--- src/hdl/crg_pkg.sv ---
`timescale 1ns / 1ps

package crg_pkg;

    // Values carried on s_axis_tuser.
    localparam logic MODE_START   = 1'b0;
    localparam logic MODE_ADVANCE = 1'b1;

    // Pixel slot numbers within one run.
    localparam logic [2:0] SLOT_FIRST      = 3'd0;
    localparam logic [2:0] SLOT_LAST_START = 3'd1;
    localparam logic [2:0] SLOT_LAST_ADV   = 3'd7;

    // Decision variable constants of the midpoint recurrence.
    localparam int DEC_INIT     = 3;
    localparam int DEC_INC_KEEP = 6;
    localparam int DEC_INC_DIAG = 10;

    // How one of the eight symmetric pixels is formed from (x, y).
    typedef struct packed {
        logic swap;   // use (y, x) instead of (x, y)
        logic neg_x;  // subtract the x offset from the center
        logic neg_y;  // subtract the y offset from the center
    } oct_sel_t;

    // Slot order: (+x,+y) (+y,+x) (+y,-x) (+x,-y) (-x,-y) (-y,-x) (-y,+x) (-x,+y)
    function automatic oct_sel_t oct_sel(input logic [2:0] slot);
        oct_sel_t sel;
        sel.swap  = slot[0] ^ slot[1];
        sel.neg_x = slot[2];
        sel.neg_y = slot[2] ^ slot[1];
        return sel;
    endfunction

endpackage

--- src/hdl/circle_raster_generator.sv ---
`timescale 1ns / 1ps

// Midpoint (Bresenham) circle rasterizer with stream interfaces.
//
// Input beats carry a mode on s_axis_tuser: a start beat latches center and
// radius and yields two pixels (the center, then the top point); an advance
// beat takes one octant step and yields the eight symmetric pixels of the new
// octant point. An advance while no circle is running yields nothing.
// Output beats carry pixel_x and pixel_y on m_axis_tdata, last_of_run on
// m_axis_tlast and circle_done on m_axis_tuser.
//
// The circle state is updated at the clock edge where a beat is accepted. A
// run counter then walks the pixel slots, one per cycle while the output
// register can load, into the output register, so the first pixel of a beat
// reaches m_axis through the run registers and then the output register.
// Unstalled, the output runs one pixel per cycle: eight for an advance, two
// for a start, none for an idle advance. The next input beat is taken in the
// same cycle the last pixel of the current run enters the output register, so runs follow each other without gaps.
// When m_axis_tready is low the output register holds its pixel, the run
// counter stops and s_axis_tready drops once the run cannot finish.
// Synchronous reset (aresetn low) empties the output register, drops any run
// in progress and returns to idle with center, octant point and decision zero.

module circle_raster_generator #(
    parameter int COORD_BITS  = 12,
    parameter int RADIUS_BITS = 10
) (
    input  logic                          aclk,
    input  logic                          aresetn,

    input  logic                          s_axis_tvalid,
    output logic                          s_axis_tready,
    // center_x [COORD_BITS-1:0], center_y, radius, zero padding to bytes.
    input  logic [((2*COORD_BITS+RADIUS_BITS+7)/8)*8-1:0] s_axis_tdata,
    // mode
    input  logic                          s_axis_tuser,

    output logic                          m_axis_tvalid,
    input  logic                          m_axis_tready,
    // pixel_x [COORD_BITS:0], pixel_y, zero padding to bytes.
    output logic [((2*COORD_BITS+2+7)/8)*8-1:0] m_axis_tdata,
    // last_of_run
    output logic                          m_axis_tlast,
    // circle_done
    output logic                          m_axis_tuser
);

    import crg_pkg::*;

    localparam int IN_BITS  = 2*COORD_BITS + RADIUS_BITS;
    localparam int PIX_W    = COORD_BITS + 1;
    localparam int OUT_W    = ((2*PIX_W + 7) / 8) * 8;
    localparam int XY_W     = RADIUS_BITS + 2;   // octant point, y may reach -1
    localparam int DEC_W    = RADIUS_BITS + 4;   // decision stays within about 4r
    localparam int SUM_W    = ((COORD_BITS > XY_W) ? COORD_BITS : XY_W) + 2;

    // Input field unpacking.
    logic signed [COORD_BITS-1:0]  in_cx;
    logic signed [COORD_BITS-1:0]  in_cy;
    logic        [RADIUS_BITS-1:0] in_radius;

    assign in_cx     = s_axis_tdata[COORD_BITS-1:0];
    assign in_cy     = s_axis_tdata[2*COORD_BITS-1:COORD_BITS];
    assign in_radius = s_axis_tdata[IN_BITS-1:2*COORD_BITS];

    // Circle state.
    logic signed [COORD_BITS-1:0] cx_reg, cx_next;
    logic signed [COORD_BITS-1:0] cy_reg, cy_next;
    logic signed [XY_W-1:0]       ox_reg, ox_next;
    logic signed [XY_W-1:0]       oy_reg, oy_next;
    logic signed [DEC_W-1:0]      dec_reg, dec_next;
    logic                         active_reg, active_next;

    // Pixel run in progress.
    logic       run_valid_reg, run_valid_next;
    logic       run_start_reg, run_start_next;
    logic       run_done_reg, run_done_next;
    logic [2:0] run_slot_reg, run_slot_next;

    // Output register.
    logic                    out_valid_reg, out_valid_next;
    logic signed [PIX_W-1:0] out_px_reg, out_px_next;
    logic signed [PIX_W-1:0] out_py_reg, out_py_next;
    logic                    out_last_reg, out_last_next;
    logic                    out_done_reg, out_done_next;

    logic out_load;
    logic run_fire;
    logic run_end;
    logic in_accept;

    assign out_load  = !out_valid_reg || m_axis_tready;
    assign run_fire  = run_valid_reg && out_load;
    assign run_end   = run_fire &&
                       (run_slot_reg == (run_start_reg ? SLOT_LAST_START : SLOT_LAST_ADV));
    assign s_axis_tready = !run_valid_reg || run_end;
    assign in_accept = s_axis_tvalid && s_axis_tready;

    // One octant step, computed from the pre-step point.
    logic signed [DEC_W-1:0] ox_ext, oy_ext;
    logic signed [DEC_W-1:0] dec_step;
    logic signed [XY_W-1:0]  step_x, step_y;
    logic                    step_done;
    logic signed [DEC_W-1:0] dec_start;

    always_comb begin
        ox_ext = DEC_W'(ox_reg);
        oy_ext = DEC_W'(oy_reg);
        step_x = ox_reg + XY_W'(1);
        if (dec_reg < 0) begin
            dec_step = dec_reg + (ox_ext <<< 2) + DEC_W'(DEC_INC_KEEP);
            step_y   = oy_reg;
        end else begin
            dec_step = dec_reg + ((ox_ext - oy_ext) <<< 2) + DEC_W'(DEC_INC_DIAG);
            step_y   = oy_reg - XY_W'(1);
        end
        step_done = step_x > step_y;
        dec_start = DEC_W'(DEC_INIT) - (DEC_W'(in_radius) <<< 1);
    end

    // State and run control.
    always_comb begin
        cx_next        = cx_reg;
        cy_next        = cy_reg;
        ox_next        = ox_reg;
        oy_next        = oy_reg;
        dec_next       = dec_reg;
        active_next    = active_reg;
        run_valid_next = run_valid_reg;
        run_start_next = run_start_reg;
        run_done_next  = run_done_reg;
        run_slot_next  = run_slot_reg;

        if (run_fire) begin
            run_slot_next = run_slot_reg + 3'd1;
        end
        if (run_end) begin
            run_valid_next = 1'b0;
        end

        if (in_accept) begin
            if (s_axis_tuser == MODE_START) begin
                cx_next        = in_cx;
                cy_next        = in_cy;
                ox_next        = '0;
                oy_next        = XY_W'(in_radius);
                dec_next       = dec_start;
                active_next    = 1'b1;
                run_valid_next = 1'b1;
                run_start_next = 1'b1;
                run_done_next  = 1'b0;
                run_slot_next  = SLOT_FIRST;
            end else if (active_reg) begin
                ox_next        = step_x;
                oy_next        = step_y;
                dec_next       = dec_step;
                active_next    = !step_done;
                run_valid_next = 1'b1;
                run_start_next = 1'b0;
                run_done_next  = step_done;
                run_slot_next  = SLOT_FIRST;
            end
        end
    end

    // Pixel for the current slot. A start run never swaps the offsets: its
    // center pixel uses zero offsets and its top pixel is slot one with
    // x = 0 and y = r.
    oct_sel_t                sel;
    logic                    zero_off;
    logic                    swap_xy;
    logic signed [SUM_W-1:0] off_x, off_y;
    logic signed [SUM_W-1:0] sum_x, sum_y;

    always_comb begin
        sel      = oct_sel(run_slot_reg);
        zero_off = run_start_reg && (run_slot_reg == SLOT_FIRST);
        swap_xy  = sel.swap && !run_start_reg;
        off_x    = swap_xy ? SUM_W'(oy_reg) : SUM_W'(ox_reg);
        off_y    = swap_xy ? SUM_W'(ox_reg) : SUM_W'(oy_reg);
        if (zero_off) begin
            off_x = '0;
            off_y = '0;
        end
        sum_x = sel.neg_x ? (SUM_W'(cx_reg) - off_x) : (SUM_W'(cx_reg) + off_x);
        sum_y = sel.neg_y ? (SUM_W'(cy_reg) - off_y) : (SUM_W'(cy_reg) + off_y);
    end

    always_comb begin
        out_valid_next = out_valid_reg;
        out_px_next    = out_px_reg;
        out_py_next    = out_py_reg;
        out_last_next  = out_last_reg;
        out_done_next  = out_done_reg;
        if (out_load) begin
            out_valid_next = run_valid_reg;
            out_px_next    = sum_x[PIX_W-1:0];
            out_py_next    = sum_y[PIX_W-1:0];
            out_last_next  = run_end;
            out_done_next  = run_end && run_done_reg;
        end
    end

    always_ff @(posedge aclk) begin
        if (!aresetn) begin
            cx_reg        <= '0;
            cy_reg        <= '0;
            ox_reg        <= '0;
            oy_reg        <= '0;
            dec_reg       <= '0;
            active_reg    <= 1'b0;
            run_valid_reg <= 1'b0;
            run_start_reg <= 1'b0;
            run_done_reg  <= 1'b0;
            run_slot_reg  <= SLOT_FIRST;
            out_valid_reg <= 1'b0;
        end else begin
            cx_reg        <= cx_next;
            cy_reg        <= cy_next;
            ox_reg        <= ox_next;
            oy_reg        <= oy_next;
            dec_reg       <= dec_next;
            active_reg    <= active_next;
            run_valid_reg <= run_valid_next;
            run_start_reg <= run_start_next;
            run_done_reg  <= run_done_next;
            run_slot_reg  <= run_slot_next;
            out_valid_reg <= out_valid_next;
        end
    end

    // Output payload needs no reset.
    always_ff @(posedge aclk) begin
        out_px_reg   <= out_px_next;
        out_py_reg   <= out_py_next;
        out_last_reg <= out_last_next;
        out_done_reg <= out_done_next;
    end

    assign m_axis_tvalid = out_valid_reg;
    assign m_axis_tdata  = OUT_W'({out_py_reg, out_px_reg});
    assign m_axis_tlast  = out_last_reg;
    assign m_axis_tuser  = out_done_reg;

endmodule
--- config.mk ---
export PLATFORM = sky130hd
export DESIGN_NAME = circle_raster_generator
export DESIGN_NICKNAME = d
export VERILOG_FILES = /design/src/hdl/crg_pkg.sv /design/src/hdl/circle_raster_generator.sv
export SDC_FILE = /design/constraint.sdc
export NUM_CORES = 1
export LEC_CHECK = 0
export ABC_AREA = 1
export BUFFER_PORTS_ARGS = -buffer_cell sky130_fd_sc_hd__buf_4
export CAP_MARGIN = 20
export CORE_ASPECT_RATIO = 0.8
export CORE_MARGIN = 3
export CORE_UTILIZATION = 50
export CTS_CLUSTER_SIZE = 28
export DETAILED_ROUTE_END_ITERATION = 7
export GPL_TIMING_DRIVEN = 0
export PLACE_DENSITY = 0.69
export SLEW_MARGIN = 10
export SYNTH_ARGS = -nofsm -noshare
export SYNTH_HDL_FRONTEND = slang
export SYNTH_SLANG_ARGS = --single-unit
--- constraint.sdc ---
create_clock -name aclk -period 4.8 [get_ports aclk]
set_input_delay 0.96 -clock aclk [delete_from_list [all_inputs] [get_ports aclk]]
set_output_delay 0.96 -clock aclk [all_outputs]
set_load 0.02 [all_outputs]
======== After elaboration in Yosys (flattened, before gate mapping) ========
Index checks and enable logic that the tools add are counted.
storage, ports and cells
  memories ................................ 0
  bits of input ports ..................... 45
  word-level logic and storage cells ...... 79
  bits in read-only memories .............. 0
  output and inout bits ................... 36
  memory bits (writable) .................. 0
  latch bits .............................. 0
  bits in registers ....................... 98
operators by class
  shift operators ......................... 0
  equal/unequal tests ..................... 2
  bitwise gates (word level) .............. 3
  magnitude comparators ................... 2
  reduce and logical (&&, ||, !) cells .... 15
  div/mod/pow operators ................... 0
  mux-type cells .......................... 29
  $mul .................................... 0
  add/subtract/negate cells ............... 13
operator list
  cell                     number
  $mux W13                 6
  $mux W12                 5
  $mux W14                 3
  $add A14 B14 Y14         2
  $add A12 B13 Y13         2
  $sub A12 B13 Y13         2
  $mux W3                  5
  $add A14 B4 Y14 const B  1
  $add A14 B5 Y14 const B  1
  $lt A14 B1 Y1 const B    1
  $add A12 B2 Y12 const B  1
  $gt A12 B12 Y1           1
  $sub A12 B12 Y12         1
  $sub A12 B2 Y12 const B  1
  $sub A2 B11 Y12 const A  1
  $mux W1                  10
  $logic_and A1 B1 Y1      6
  $logic_not A1 Y1         4
  $reduce_and A2 Y1        2
  $add A3 B1 Y3 const B    1
  $eq A3 B3 Y1             1
  $logic_not A3 Y1         1
  $logic_or A1 B1 Y1       2
  $ne A2 B1 Y1 const B     1
  2 further kinds          3

======== Depth between registers and ports, before layout ========
Gate-level depths: netlist (run 1).
  depth in word-level cells ............... 8
  gate-level depth with buffers ........... 26
  gate-level depth less buffers ........... 26

======== Worst setup path before layout (run 1) ========
Ideal clock, no wire load.
  kind .................................... flip-flop to flip-flop
  start point ............................. reg run_slot_reg[1]
  end point ............................... reg out_px_reg[10] (data pin)
  slack ................................... 1.401 ns
  stages on the path, launching flop included .. 20
  data arrival time ....................... 3.140 ns
  required time ........................... 4.541 ns
  period minus slack after synthesis ...... 3.399 ns
  setup time .............................. 0.259 ns
  path buffers ............................ 0
  cell sequence ........................... dfxtp_1 -> inv_1 -> ha_1 -> inv_1 -> nor2_4 -> nor2_1 -> nor3_1 -> inv_1 -> ha_1 -> o21ai_0 -> inv_1 -> fa_1 -> nand3b_1 -> nand3_1 -> nand2_1 -> nand2_1 -> a21oi_1 -> o21ai_0 -> a21oi_1 -> xnor2_1
on the way
  longest elaborated chain between the ends .. 6
  elaborated cells on any way between the ends .. 9
  classes of those cells .................. add/sub: 2; mux: 3; bitwise: 1; reduce/logical: 3
ends and longest elaborated chain
  item                                                  line                            RTL
  start: declaration                                    circle_raster_generator.sv:78   logic [2:0] run_slot_reg, run_slot_next;
  start signal: assignment                              circle_raster_generator.sv:227  run_slot_reg <= run_slot_next;
  $xor A1 B1 Y1                                         crg_pkg.sv:29                   sel.swap = slot[0] ^ slot[1];
  $logic_and A1 B1 Y1                                   circle_raster_generator.sv:178  swap_xy = sel.swap && !run_start_reg;
  $mux W13                                              circle_raster_generator.sv:179  off_x = swap_xy ? SUM_W'(oy_reg) : SUM_W'(ox_reg);
  $mux W13 (*)                                          circle_raster_generator.sv:181  if (zero_off) begin
  $add A12 B13 Y13 or $sub A12 B13 Y13 (tied branches)  circle_raster_generator.sv:185  sum_x = sel.neg_x ? (SUM_W'(cx_reg) - off_x) : (SUM_W'(cx_reg) + off_x);
  $mux W13 (*)                                          circle_raster_generator.sv:185
  named net sum_x[10]                                   circle_raster_generator.sv:173  logic signed [SUM_W-1:0] sum_x, sum_y;
  end signal: assignment                                circle_raster_generator.sv:234  out_px_reg <= out_px_next;
  end: declaration                                      circle_raster_generator.sv:82   logic signed [PIX_W-1:0] out_px_reg, out_px_next;
The timed path passes the listed nets; every way through them passes the cells marked *.
A chain may end at the register's enable or synchronous reset.

======== Worst setup path in the final report (run 1) ========
Ends and elaborated chain as after synthesis.

==> metrics list, run 1 <==
- The flow ran to the end, and the final reports show no timing, DRC or antenna violations.
* Setup total negative slack: 0 ns
* Count of routing violations after the opening detailed-route iteration: 749
* CTS tree: yes
- Most common cell after layout, fill and taps aside: nand2_1
- The routed layout has 8381 vias.
* Number of diodes added for antenna fixing: 0
- Cell repeated most along the worst path: inv_1
- Entering global routing, the biggest net connects 33 pins.
- The later pin in the worst-skew pair is clocked with a latency of 0.36 ns.
- Post-detailed-route wirelength per cell: 16.3 um
- Among all stages on the critical path, the largest delay is contributed by fa_1.
- The via count of the first global-routing pass was 7306.
* Cell leakage power: 4.85 nW
- No sink is reached through more buffers than the 2 on the longest clock path.
- Final estimated routing congestion in global placement: 0.934
- Hold-fix buffers at CTS: 0
- Summing internal, switching and leakage power gives 3.83 mW.
- Sequential cells were found to cover 25.8% of the synthesized design area.
- Worst path buffer plus inverter count: 4
- On the worst path, the slowest cell contributes a delay of 0.43 ns.
- For this run, the number of Yosys warnings is 0.
- Worst slew pin tran: 0.781 ns
* Site Rows: 42
* Remaining number of nets flagged by the antenna check after routing: 0
* Post-Synthesis Mean Instance Area: 7.16 um2
- H-tree depth: 3
- Traced cell by cell, the critical path runs through inv_1 -> ha_1 -> inv_1 -> nor2_4 -> nor2_1 -> nor3_1 -> inv_1 -> ha_1 -> o21ai_0 -> inv_1 -> fa_1 -> nand3b_1 -> nand3_1 -> nand2_1 -> nand2_1 -> a21oi_1 -> o21ai_0 -> a21oi_1 -> xnor2_1.
- For the final database, setup skew stands at 0.0115 ns.
* Count of maximum capacitance violations: 0
- Peak fanout along the critical path: 7
* Total wire length: 24600 um
- Setup repair after global routing missed its margin: false
- The first global-routing pass estimated 38600 um of wire.
- Buffers inserted during clock tree synthesis total 9.
- In the layout the commonest cells are nand2_1 (277), inv_1 (147), a21oi_1 (107).
- Cell Count, Final, Fillers Out: 1512
- For this run, the post-layout net count is 1435.
- Critical path data arrival time: 4.32 ns
- Most instantiated flip-flop cell in the synthesis netlist: dfxtp_1
- STA puts the critical path data required time at 4.89 ns.
* Post-CTS resize count: 0
- For this run, the total global-route usage over all layers was measured as 25.7%.
* Largest area contributor in the synthesized netlist: dfxtp_1
* Slack of the critical path: 0.569 ns
- GR Overflow Total: 0
- Of the cells placed in the final design, the portion with a size suffix greater than 1 is 12.5%.
- Startpoint type of the worst setup path: register
* Power density of the placed cells: 395 mW/mm2
- Placed wire-length estimate after detailed placement: 19900 um
- The synthesized design contains 28 enable-type register cells.
- Prior to clock tree synthesis, the placed netlist has a worst setup slack of 0.641 ns.
- Netlist area before placement: 0.00862 mm2
- Synthesis instantiated 50 different standard cells from the library.
- The initial utilization of the core area, before any placement, comes to 51.6%.
- Dividing the detail-routed via count by the number of cells gives 5.54.
- The first detailed-routing pass ran for 5 iterations.
* Overall die width: 153 um
* Shortest period the worst path allows: 4.23 ns
* Initial antenna violation count: 0
- I/O pin total: 81
- Cell count after placement: 1496
- Number of endpoints failing setup at the final stage: 0
- Delay-heaviest family, CP: simple AND/OR/NAND/NOR gates
* Synthesis-stage register bit count: 97
- Max Slew Vio Count: 0
- Classification of the worst-slack hold path: reg -> reg
* Portion of the clock cycle consumed by the worst path in the final layout: 88.2%
- The worst setup path is captured at a register.
* Worst slew slack as a fraction of its limit: 47.9%
- Die height: 123 um
- The count of buffers added on input and output ports is 67.
- Clock tree synthesis found a total of 97 sinks.
* FFs w/ async S/R, synth: 0%
- The floorplan step defined a core boundary enclosing 0.0167 mm2.
- Die Footprint: 0.0189 mm2
* Cell at the root of the clock tree: clkbuf_16
- Synth top area cells: dfxtp_1 (16%), ha_1 (14%), nand2_1 (12%)
* Clock transition at the registers of the reported paths: 0.07 ns
- Buffers added to address setup during post-CTS repair amount to 0.
- Number of standard cells after synthesis: 1204
* Hold Fails Final Rpt: 0
- Achievable Freq: 0.236 GHz
* DRC violations left: 0
- The share of synthesized area in the top cell type comes to 16.0%.
* Area growth from synthesis to layout: 12.4%
- Peak ir drop on the vdd network: 0.214 mV
- The critical path is of the reg -> reg type.
==> final cells by class <==
class | count | area, um2
Inverter | 159 | 602
Fill cell | 1636 | 7020
Timing Repair Buffer | 67 | 503
Clock inverter | 6 | 43.8
Clock buffer | 10 | 229
Buffer | 38 | 238
Multi-Input combinational cell | 915 | 5580
Tap cell | 220 | 275
Sequential cell | 97 | 2220
==> path summary, 6_finish.rpt <==
path / start / to / slack [ns] / depth (start not counted)
hold reg to reg: cy_reg[0] / cy_reg[0] / 0.47 / 2
setup / recovery: run_slot_reg[1] / out_px_reg[10] / 0.57 / 19
setup reg to reg: run_slot_reg[1] / out_px_reg[10] / 0.57 / 19
hold / removal: cy_reg[0] / cy_reg[0] / 0.47 / 2
==> synth_stat cells, types with 15 or more instances <==
| cell type | n |
|---|---|
| dfxtp_1 | 69 |
| xor2_1 | 46 |
| nand3_2 | 15 |
| xnor2_1 | 23 |
| ha_1 | 98 |
| nand4_1 | 15 |
| o21ai_1 | 16 |
| edfxtp_1 | 28 |
| inv_1 | 147 |
| o21ai_0 | 65 |
| nand3_1 | 85 |
| nand2_1 | 278 |
| nor2_1 | 73 |
| a21oi_1 | 107 |
==> report_power, final <==
part	switching, mW	internal, mW
sequential	0.0677	1.04
combinational	1.26	0.769
clock	0.336	0.354
total	1.66	2.17
==> through the flow <==
| stage | cell area, um2 | utilization (%) | hold slack [ns] |
|---|---|---|---|
| final | 9690 | 58.0 | 0.470 |
| after global routing | 9690 | 58.0 | 0.483 |
| after CTS | 9690 | 58.0 | 0.468 |
| after detailed placement | 9420 | 56.4 | 0.457 |
| after global placement | 9420 | 56.4 | 0.445 |
| after floorplan | 8640 | - | 0.427 |
==> per-layer routing <==
| layer | GRT usage (%) | share of wire (%) | vias up |
|---|---|---|---|
| li1 | - | - | 4183 |
| met1 | 41.5 | 50 | 3851 |
| met2 | 35.2 | 39 | 327 |
| met3 | 4.69 | 9.4 | 20 |
| met4 | 4.95 | 0.91 | 0 |
| met5 | 0 | 0 | - |
==> kinds of logic (layout without fill, tap and decap cells) <==
family                     after synthesis  after routing  synth area share (%)
and+or+nand+nor                        501            501                  26.3
AOI/OAI and AO/OA                      236            236                  15.8
buffers and inverters                  197            280                  9.74
adders and majority gates              103            103                  15.4
DFF                                     97             97                  25.8
xor gates and xnor gates                69             69                  7.01
other                                    1              6                0.0435
==> worst min-delay path, stage by stage, from the launching register on <==
cell and delay (ns):
dfxtp_1 0.30, inv_1 0.07, a21oi_1 0.06
(Power assumes the default switching activity.)
==> inputs of run 2 (changes only) <==
Settings changed: RECOVER_POWER set to 25.
==> metrics list, run 2 (same netlist as run 1, synthesis figures left out) <==
- Status: finished, final reports clean (unchanged)
- R2R Setup Slk: 0.60 ns (was 0.57 ns)
- Inserted Clock Buffers: 9 (unchanged)
* Initial antenna violation count: 0 (unchanged)
- Combinational cell fraction of total power: 52.5% (was 53.0%)
* I/O pin total: 81 (unchanged)
- Post-Place Cell Area: 0.00942 mm2 (unchanged)
- The clock network power share came to 18.2% (was 18.0%).
- Highest-count cells in the layout ignoring fill and taps: nand2_1 (278), inv_1 (147), a21oi_1 (107) (was nand2_1 (277), inv_1 (147), a21oi_1 (107))
- The leakage dissipation was 4.81 nW (was 4.85 nW).
* Classification of the worst-slack hold path: reg -> reg (unchanged)
* Overall die width: 153 um (unchanged)
- The proportion of total power due to net switching is 43.8% (was 43.4%).
- The insertion delay of the later-clocked pin in the worst-skew pair is 0.36 ns (about the same).
* Final net count: 1435 (unchanged)
* Shortest period the worst path allows: 4.20 ns (was 4.23 ns)
- Achievable Freq: 0.238 GHz (was 0.236 GHz)
- The cell count of the worst reg-to-reg path is 19 (unchanged).
- The CTS sink count was 97 (unchanged).
* H-tree depth: 3 (unchanged)
* Starting utilization of the core area: 51.6% (unchanged)
- Power density of the placed cells: 394 mW/mm2 (was 395 mW/mm2)
- The transition time at the pin with the least slew margin came to 1.37 ns (was 0.781 ns).
- The final setup violation count came to 0 (unchanged).
- The largest stage delay on the critical path was 0.43 ns (about the same).
* Average vias per placed instance: 5.55 (was 5.54)
- Post-detailed-route wirelength per cell: 16.3 um (about the same)
- The required time of the worst setup path was 4.89 ns (about the same).
- GR Overflow Total: 0 (unchanged)
* Hold Path End: cy_reg[0] (unchanged)
- The DRC violation count after routing came to 0 (unchanged).
- The library cell contributing the largest single delay on the critical path is fa_1 (unchanged).
- Setup repair after global routing missed its margin: false (unchanged)
- Total routing resource utilization after global routing: 25.7% (unchanged)
- Worst slew slack as a fraction of its limit: 8.65% (was 47.9%)
* Post-CTS resize count: 0 (unchanged)
- Utilization after layout: 57.8% (was 58.0%)
- The worst flop-to-flop path startpoint was run_slot_reg[1] (unchanged).
- The cell chosen for the clock root is clkbuf_16 (unchanged).
* Delay-heaviest family, CP: simple AND/OR/NAND/NOR gates (unchanged)
- The worst reg2reg path endpoint is out_px_reg[10] (unchanged).
- The setup fix buffers added after clock tree synthesis is 0 (unchanged).
* Portion of the clock cycle consumed by the worst path in the final layout: 87.6% (was 88.2%)
- The max-slew violation count was 0 (unchanged).
- The most frequent cell on the critical path is inv_1 (unchanged).
- The full die area is 0.0189 mm2 (unchanged).
- The clock transition at the registers of the reported paths was 0.07 ns (about the same).
- Worst path buffer plus inverter count: 4 (unchanged)
* Design Area, Final: 0.00965 mm2 (was 0.00969 mm2)
- The clock tree from TritonCTS was yes (unchanged).
* Remaining number of nets flagged by the antenna check after routing: 0 (unchanged)
* Number of global-route vias before repair: 7306 (unchanged)
- Count of maximum capacitance violations: 0 (unchanged)
- The total power after layout is 3.80 mW (was 3.83 mW).
* Maximum number of pins on one net before global-route repair: 33 (unchanged)
- Hold Fails Final Rpt: 0 (unchanged)
- Site Rows: 42 (unchanged)
- The wire length of the first global-routing pass was 38600 um (unchanged).
- The maximum ir drop on the vdd rail came to 0.214 mV (about the same).
- Setup total negative slack: 0 ns (unchanged)
- The total iterations of the first detailed-routing run was 6 (was 5).
- Fraction of layout instances using a drive strength above 1: 11.7% (was 12.5%)
- The kind of critical path is reg -> reg (unchanged).
- The placed wire-length estimate after detailed placement was 19900 um (unchanged).
* Number of port buffers: 67 (unchanged)
- The kind of launch point of the worst setup path was a register (unchanged).
- Critical path data arrival time: 4.30 ns (was 4.32 ns)
- Number of diodes added for antenna fixing: 0 (unchanged)
* Final estimated routing congestion in global placement: 0.934 (unchanged)
- The maximum number of buffers from clock root to sink was 2 (unchanged).
- Sequential cell fraction of total power: 29.2% (was 29.0%)
* Die height: 123 um (unchanged)
* Count of routing violations after the opening detailed-route iteration: 746 (was 749)
- The category of the worst setup path capture point was a register (unchanged).
- Worst-case clock skew: 0.0135 ns (was 0.0115 ns)
- Cell Int Power: 2.14 mW (was 2.17 mW)
* Total wire length: 24600 um (about the same)
- Hold Startpoint: cy_reg[0] (unchanged)
* Most common cell after layout, fill and taps aside: nand2_1 (unchanged)
* Peak fanout along the critical path: 7 (unchanged)
* Area growth from synthesis to layout: 12.0% (was 12.4%)
- The power dissipated by switching net loads is 1.66 mW (about the same).
* Total number of vias: 8388 (was 8381)
- Number of cells on the worst hold path: 2 (unchanged)
* Hold-fix buffers at CTS: 0 (unchanged)
- Cells along the critical path: inv_1 -> ha_1 -> inv_1 -> nor2_4 -> nor2_1 -> nor3_1 -> inv_1 -> ha_1 -> o21ai_0 -> inv_1 -> fa_1 -> nand3b_1 -> nand3_1 -> nand2_1 -> nand2_1 -> a21oi_1 -> o21ai_0 -> a21oi_1 -> xnor2_1 (unchanged).
- The placeable core region came to 0.0167 mm2 (unchanged).
run 2: changes by cell type in the layout (fill, tap and decap cells not counted), sizes merged:
cell,delta
clkbuf,+11
buf,-11
run 2: layout make-up:
type	instances	area, um2
fillers	1646	7060
multi-input cells	915	5580
flip-flops and latches	97	2220
inverters	159	602
repair buffers	67	465
well taps	220	275
plain buffers	38	238
clock buffers	10	229
clock inverters	6	43.8
run 2: through the flow:
stage	hold slack (ns)	setup slack [ns]	cells
floorplan	0.427	1.40	1209
global placement	0.445	0.679	1496
detailed placement	0.457	0.641	1496
CTS	0.468	0.621	1512
global route	0.483	0.290	1512
finish	0.472	0.597	1512
run 2: worst max-delay path by stage:
| stage | startpoint | to | slack [ns] | cells after the start |
|---|---|---|---|---|
| after floorplan | run_slot_reg[1] | out_px_reg[10] | 1.40 | 19 |
| after global placement | run_slot_reg[1] | out_px_reg[10] | 0.68 | 19 |
| after detailed placement | run_slot_reg[1] | out_px_reg[10] | 0.64 | 19 |
| after CTS | run_slot_reg[1] | out_px_reg[10] | 0.62 | 19 |
| after global routing | run_slot_reg[1] | out_px_reg[10] | 0.29 | 19 |
| final | run_slot_reg[1] | out_px_reg[10] | 0.60 | 19 |
run 2: per-layer routing:
| layer | track usage [%] | share of wire (%) |
|---|---|---|
| met1 | 41.5 | 50 |
| met2 | 35.2 | 39 |
| met3 | 4.69 | 9.8 |
| met4 | 4.95 | 0.97 |
| met5 | 0 | 0 |
run 2: worst reg2reg max path, delay by kind of cell, from the launching register on:
family / cells / cell delay, ns
fa+ha+maj: 3 / 1.09
xor+xnor: 1 / 0.15
compound gates: 4 / 0.81
simple gates: 7 / 1.10
flops: 1 / 0.36
buf+inv: 4 / 0.44
run 2: power by group through the flow:
| stage | Sequential [mW] | Clock (mW) | Combinational, mW |
|---|---|---|---|
| finish | 1.11 | 0.693 | 2.00 |
| global route | 1.13 | 0.734 | 2.24 |
| CTS | 1.11 | 0.705 | 2.01 |
| detailed placement | 1.13 | 0 | 2.00 |
| global placement | 1.12 | 0 | 1.97 |
| floorplan | 1.26 | 0 | 1.31 |
